## src/design/mse_pkg.sv

```systemverilog
`default_nettype none
// ----------------------------------------------------------------------------
// mse_pkg: shared types and constants for the multi-stack engine
// Command and result payloads, command and status codes, and the
// control and status bundles between the controller and the datapath.
// ----------------------------------------------------------------------------
package mse_pkg;

    localparam int NUM_STACKS_DEF = 10;
    localparam int MAX_DEPTH_DEF  = 64;
    localparam int DATA_WIDTH_DEF = 32;

    localparam logic [2:0] CMD_CREATE  = 3'd0;
    localparam logic [2:0] CMD_DESTROY = 3'd1;
    localparam logic [2:0] CMD_PUSH    = 3'd2;
    localparam logic [2:0] CMD_POP     = 3'd3;
    localparam logic [2:0] CMD_TOP     = 3'd4;

    localparam logic [2:0] ST_OK           = 3'd0;
    localparam logic [2:0] ST_BAD_INDEX    = 3'd1;
    localparam logic [2:0] ST_EXISTS       = 3'd2;
    localparam logic [2:0] ST_NOT_CREATED  = 3'd3;
    localparam logic [2:0] ST_FULL         = 3'd4;
    localparam logic [2:0] ST_EMPTY        = 3'd5;
    localparam logic [2:0] ST_BAD_CAPACITY = 3'd6;

    typedef struct packed {
        logic [2:0]  command;
        logic [3:0]  stack_index;
        logic [6:0]  capacity;
        logic [31:0] push_value;
    } req_t;

    typedef struct packed {
        logic [31:0] top_value;
        logic [2:0]  status;
        logic        is_empty_flag;
        logic        is_full_flag;
    } rsp_t;

    typedef struct packed {
        logic latch;
        logic exec;
        logic load_top;
    } ctrl_cmd_t;

    typedef struct packed {
        logic need_read;
    } dp_stat_t;

endpackage
`default_nettype wire

```

## src/design/mse_ctrl.sv

```systemverilog
`default_nettype none
// ----------------------------------------------------------------------------
// mse_ctrl: command sequencer
// Accepts one command at a time, steps the datapath through execution and
// an optional storage read, and raises the result strobe.
// ----------------------------------------------------------------------------
module mse_ctrl (
    input  wire logic                clk,
    input  wire logic                rst_n,
    input  wire logic                start,
    output logic                     busy,
    output logic                     done,
    output mse_pkg::ctrl_cmd_t       cmd,
    input  wire mse_pkg::dp_stat_t   dstat
);

    localparam logic [1:0] S_IDLE = 2'd0;
    localparam logic [1:0] S_EXEC = 2'd1;
    localparam logic [1:0] S_READ = 2'd2;

    logic [1:0] state_reg;
    logic [1:0] state_next;
    logic       done_reg;
    logic       done_next;

    always_comb
    begin
        state_next   = state_reg;
        done_next    = 1'b0;
        cmd.latch    = 1'b0;
        cmd.exec     = 1'b0;
        cmd.load_top = 1'b0;
        unique case (state_reg)
            S_IDLE:
            begin
                if (start)
                begin
                    cmd.latch  = 1'b1;
                    state_next = S_EXEC;
                end
            end
            S_EXEC:
            begin
                cmd.exec = 1'b1;
                if (dstat.need_read)
                begin
                    state_next = S_READ;
                end
                else
                begin
                    done_next  = 1'b1;
                    state_next = S_IDLE;
                end
            end
            S_READ:
            begin
                cmd.load_top = 1'b1;
                done_next    = 1'b1;
                state_next   = S_IDLE;
            end
            default:
            begin
                state_next = S_IDLE;
            end
        endcase
    end

    always_ff @(posedge clk or negedge rst_n)
    begin
        if (!rst_n)
        begin
            state_reg <= S_IDLE;
            done_reg  <= 1'b0;
        end
        else
        begin
            state_reg <= state_next;
            done_reg  <= done_next;
        end
    end

    assign busy = (state_reg != S_IDLE);
    assign done = done_reg;

endmodule
`default_nettype wire

```

## config.mk

```make
export PLATFORM = sky130hd
export DESIGN_NAME = mse_ctrl
export DESIGN_NICKNAME = d
export VERILOG_FILES = /design/src/design/mse_pkg.sv /design/src/design/mse_ctrl.sv
export SDC_FILE = /design/constraint.sdc
export NUM_CORES = 1
export LEC_CHECK = 0
export BUFFER_PORTS_ARGS = -buffer_cell sky130_fd_sc_hd__buf_2
export CAP_MARGIN = 20
export CORE_AREA = 3 3 40 42
export CTS_CLUSTER_DIAMETER = 50
export DETAILED_ROUTE_END_ITERATION = 12
export DIE_AREA = 0 0 43 45
export GPL_ROUTABILITY_DRIVEN = 0
export HOLD_SLACK_MARGIN = 0.12
export SLEW_MARGIN = 20
export SYNTH_ARGS = -nofsm -noshare
export SYNTH_HDL_FRONTEND = slang
export SYNTH_SLANG_ARGS = --single-unit
```

## constraint.sdc

```tcl
create_clock -name clk -period 3 [get_ports clk]
set_input_delay 0.6 -clock clk [delete_from_list [all_inputs] [get_ports clk]]
set_output_delay 0.6 -clock clk [all_outputs]
set_load 0.005 [all_outputs]
```

Yosys cells after proc, flatten, opt, wreduce, memory -nomap -nowiden
Index checks and enable logic that the tools add are counted.

word-level totals
  bits of input ports = 4
  output and inout bits = 5
  word-level logic and storage cells = 16
  register bits = 3

operators by class
  equality and inequality tests = 3
  reduce and logical (&&, ||, !) cells = 2
  mux-type cells = 9

operators with widths
  operator            count
  $mux 1              5
  $mux 2              2
  $pmux 2 s2          1
  $eq 2x1->1 const B  1
  $eq 2x2->1 const B  1
  $logic_not 2->1     1
  $ne 2x2->1 const B  1
  $pmux 1 s2          1
  $reduce_bool 2->1   1

Logic depth before layout (Yosys ltp)
Gate-level depths: netlist of the first run.

  depth in word-level cells = 2
  gate-level depth with buffers = 4
  gate-level depth less buffers = 4

Worst setup path after synthesis of the first run
No wires, ideal clock.

  kind = reg-to-output
  start = register state_reg[0]
  end = output cmd[2] (netlist name)
  slack = 1547 ps
  data arrival time = 853 ps
  required time = 2400 ps
  stages on the path, launching flop included = 4
  cell sequence = dfrtp_1 inv_1 ha_1 and2_2

RTL lines
  element                 line            text
  start, declared         mse_ctrl.sv:21  logic [1:0] state_reg;
  start signal, assigned  mse_ctrl.sv:77  state_reg <= state_next;
  end, declared           mse_ctrl.sv:13  output mse_pkg::ctrl_cmd_t cmd,

==> results of run 1 <==
-- cell type report --
type,count,area (um2)
Fill cell,150,999.7
Multi-Input combinational cell,11,113.9
Sequential cell,3,75.07
Timing Repair Buffer,8,40.04
Clock buffer,4,26.28
Tap cell,15,18.77
Inverter,3,11.26
-- power groups by stage --
stage                     clock (uW)  sequential, uW  combinational, uW
after floorplan                    0            66.2                103
after CTS                       74.0            68.0                149
after global routing            80.0            70.0                164
after global placement             0            67.9                147
after detailed placement           0            68.4                148
final                           70.1            67.9                145
-- cells by family (layout without fill, tap and decap cells) --
| family | Yosys count | count (layout) | share of synthesized area |
|---|---|---|---|
| AOI/OAI and AO/OA | 1 | 1 | 0.03751 |
| adders and majority gates | 4 | 4 | 0.2500 |
| buffers and inverters | 3 | 15 | 0.05625 |
| DFF | 3 | 3 | 0.3750 |
| muxes | 2 | 2 | 0.1250 |
| and+or+nand+nor | 4 | 4 | 0.1563 |
-- per-stage QoR --
| stage | std cells | utilization | setup WS, ps | power [uW] | area, um2 |
|---|---|---|---|---|---|
| 6_report | 44 | 0.2220 | 1125 | 282.8 | 285.3 |
| 5_1_grt | 44 | 0.2220 | 1035 | 313.9 | 285.3 |
| 4_1_cts | 44 | 0.2220 | 1112 | 291.3 | 285.3 |
| 3_5_place_dp | 40 | 0.2016 | 1365 | 216.9 | 259.0 |
| 3_3_place_gp | 40 | 0.2016 | 1375 | 215.2 | 259.0 |
| 2_1_floorplan | 17 | - | 1547 | 168.7 | 200.2 |
-- cell usage in the layout, fill, tap and decap left out, drive strengths merged --
cell    instances
nand2           1
dfrtp           3
nor2b           1
and2            1
clkbuf          4
nand2b          1
buf             8
ha              4
inv             3
mux2i           1
mux2            1
o21a            1
-- how the worst max path moves through the flow --
stage | depth (start not counted) | start | end
global placement | 4 | state_reg[0] | cmd[2]
detailed placement | 4 | state_reg[0] | cmd[2]
CTS | 4 | state_reg[0] | cmd[2]
finish | 4 | state_reg[0] | cmd[2]
floorplan | 3 | state_reg[0] | cmd[2]
global route | 4 | state_reg[0] | cmd[2]
-- routing by layer --
layer  wire [um]  vias up  share of wire
met4          11        0          0.027
li1            -       77              -
met1         209       60           0.51
met3          50        2           0.12
met2         137        9           0.33
met5           0        -              0
==> impl_metrics.ini, run 1 <==
[worst_hold_path]
hold_path_class = in2async

[yosys]
synthFlopType = dfrtp_1
ys_seq_elements = 3
synth_area_leaders = dfrtp_1 38%, ha_1 25%, mux2_4 7.5%, nand2b_4 6.9%, inv_1 5.6%
yosysMostFrequentCell = ha_1
ys_top_cells_by_count = 4 x ha_1, 3 x dfrtp_1, 3 x inv_1
ys_types = 10
ys_seq_area_frac = 0.3750
synthArstFlopShare = 1.000
synth_area_per_cell_um2 = 11.78
syn_nets = 25
syn_area_um2 = 200.2
synth_top_area_share = 0.3750
synth_warnings = 0
synth_edf_count = 0
synth_largest_area_cell = dfrtp_1
synthCells = 17

[timing]
slew_headroom = 0.9063
worst_slew_pin_slew_ps = 136.6
period_needed_ps = 1875
worst_hold_slack_ps = 155.4
skew_ps = 1.653
setup-violations-final = 0
drv_slew = 0
finalHoldViolCount = 0
fin_crit_sh = 0.6249
fin_tns_setup_ps = 0
rsz0062_at_grt = no
fmax_ghz = 0.5334

[flow_run]
maxCapViolations = 0

[clock_tree]
cts_root_buf = clkbuf_4
cts_max_level = 1
clock_path_buffers = 2
insertion_delay_ps = 230
postCtsSetupBuffers = 0
numCtsBuffers = 3
clkTransAtPathRegs_ps = 40
hold_buffers = 0
cts_resized = 0
clock_sinks = 3
cts_tree = yes

[worst_setup_path]
critPathKind = reg2out
rr_worst_depth = 4
crit_fanout = 3
critPathMaxStageDelay_ps = 370
critical-path-top-delay-family = flip-flops
crit_path_end_kind = output pin
cp.required_ps = 2400
r2r-start = state_reg[0]
crit_buf_inv = 2
worstSetupStartpointType = flop
cp_cell_sequence = inv_1 -> ha_1 -> and2_2 -> buf_2
reg2reg_slack_ps = 1760
r2r-end = state_reg[0]
crit_slowest_cell = dfrtp_1
arrival_ps = 1270

[die]
die_w_um = 43
initial_core_util = 0.1558
core_mm2 = 0.001285
die_height_um = 45
rows = 13
ioPinCount = 9
die-area_mm2 = 0.001935

[cells_and_area]
num-nets-final = 38
drive_above_1_share = 0.4828
area_delta_synth_final_pct = 42.50
largest_register_ffs = 2
n_antenna_cell = 0

[grt]
grt_overflow_total = 0
grt_pass1_vias = 148
track_usage = 0.06000
met3_usage = 0.08367
grt.busiest_layer = met3
grtUsageMet2 = 0.05988
grt_max_degree = 5
antenna_found_initial = 0
grt_pass1_wl_um = 655
met1_usage = 0.05314

[power_and_ir_drop]
swShare = 0.3486
netSwitchingPower_uw = 98.57
p_leak_uw = 0.0001648
power_density_mw_per_mm2 = 991.3
p_seq_frac = 0.240
pwr-share-comb = 0.512
ir_drop_v = 0.0002211
clkPwrFrac = 0.248
p_int_uw = 184.2

[drt]
wirelength_um = 409
drt-pass1-iter-count = 2
viasPerCell = 3.364
vias = 148
ant_nets = 0
drc = 0
avgRoutedWirePerCell_um = 9.295
drtIter0Drc = 1

[outcome]
outcome = complete, no violations

[place]
placement.io_buffers = 8
Power figures use the tool's default switching activity.
==> inputs of run 2 (changes only) <==
- clock period: 3 -> 1.7 ns (I/O delays scaled with it)
==> impl_metrics.ini, run 2 (synthesized netlist as in run 1, its figures left out) <==
[outcome]
outcome = complete, no violations

[clock_tree]
insertion_delay_ps = 230
cts_tree = yes
postCtsSetupBuffers = 0
cts_root_buf = clkbuf_4
cts_max_level = 1
clock_path_buffers = 2
clkTransAtPathRegs_ps = 40
clock_sinks = 3
numCtsBuffers = 3

[power_and_ir_drop]
power_density_mw_per_mm2 = 1689
p_leak_uw = 0.0001690
ir_drop_v = 0.0003807

[worst_setup_path]
critPathKind = reg2out
crit_path_end_kind = output pin
r2r-start = state_reg[0]
rr_worst_depth = 4
reg2reg_slack_ps = 480
r2r-end = state_reg[0]
arrival_ps = 1240
worstSetupStartpointType = flop
crit_fanout = 3
cp.required_ps = 1360

[timing]
rsz0062_at_grt = no
worst_hold_slack_ps = 383.8
fmax_ghz = 0.6310
skew_ps = 2.294
drv_slew = 0
fin_tns_setup_ps = 0
worst_slew_pin_slew_ps = 118.8
period_needed_ps = 1585
setup-violations-final = 0
fin_crit_sh = 0.9322
finalHoldViolCount = 0
slew_headroom = 0.9185

[die]
ioPinCount = 9
die_height_um = 45
rows = 13
initial_core_util = 0.1558
core_mm2 = 0.001285
die-area_mm2 = 0.001935
die_w_um = 43

[drt]
drt-pass1-iter-count = 2
ant_nets = 0
wirelength_um = 401
vias = 154
viasPerCell = 3.422
drtIter0Drc = 1
drc = 0
avgRoutedWirePerCell_um = 8.911

[cells_and_area]
layout_common_cells = 8 x buf_2, 4 x ha_1, 3 x inv_1, 3 x clkbuf_4, 3 x dfrtp_1
num-nets-final = 39
post-route-util = 0.2298
drive_above_1_share = 0.4667
n_antenna_cell = 0
instances_no_fill = 45
area_delta_synth_final_pct = 47.50
final_common_cell = buf_2
largest_register_ffs = 2

[grt]
grt_pass1_wl_um = 731
grt_overflow_total = 0
grt_max_degree = 5
grt_pass1_vias = 171
track_usage = 0.05833
antenna_found_initial = 0

[place]
hpwl_um = 330.8
dpl.cell_count = 40
placement.io_buffers = 8

[worst_hold_path]
min_path_cells = 3
hp-start = dstat
hold_path_class = in2reg
whs_endpoint = state_reg[1]

[flow_run]
maxCapViolations = 0
-- run 2: changes by cell type in the layout (fill, tap and decap cells not counted), sizes merged --
cell / before / now
dlygate4sd3: 0 / 1
-- run 2: metal layers --
layer  part of all wire  GRT usage  vias up
li1                   -          -       77
met1               0.46    0.06039       68
met2               0.38    0.06886        9
met3               0.16    0.05179        0
met4                  0    0.05422        0
met5                  0          0        -
-- run 2: power by group --
part,internal [uW],switching [uW],total [uW]
combinational,138,120,258
clock,87.9,35.3,123
sequential,102,15.8,118
total,327,171,499
-- run 2: metrics by stage --
step	power [uW]	worst slack [ps]	area [um2]
after CTS	514.2	99.46	295.3
after detailed placement	379.9	356.6	259.0
after global routing	561.1	8.107	295.3
after global placement	376.7	374.7	259.0
after floorplan	297.8	507.3	200.2
final	498.6	115.2	295.3
-- run 2: layout make-up --
cell class	instances	area, um2
flip-flops and latches	3	75.07
multi-input cells	11	113.9
inverters	3	11.26
fillers	147	989.7
well taps	15	18.77
repair buffers	9	50.05
clock buffers	4	26.28
-- run 2: worst max path at each step --
| stage | startpoint | to | slack (ps) |
|---|---|---|---|
| floorplan | state_reg[0] | cmd[2] | 510 |
| global placement | state_reg[0] | cmd[2] | 370 |
| detailed placement | state_reg[0] | cmd[2] | 360 |
| CTS | state_reg[0] | cmd[2] | 100 |
| global route | state_reg[0] | cmd[2] | 8 |
| finish | state_reg[0] | cmd[2] | 120 |
-- run 2: critical path, stage by stage (launching register included) --
cell	delay, ps
dfrtp_1	360
inv_1	80
ha_1	250
and2_2	200
buf_2	120
-- run 2: what timing repair did --
action | 4_1_cts | 5_1_grt
resized for setup | 0 | 0
hold buffers | 1 | 0
hold endpoints to repair | 3 | 0
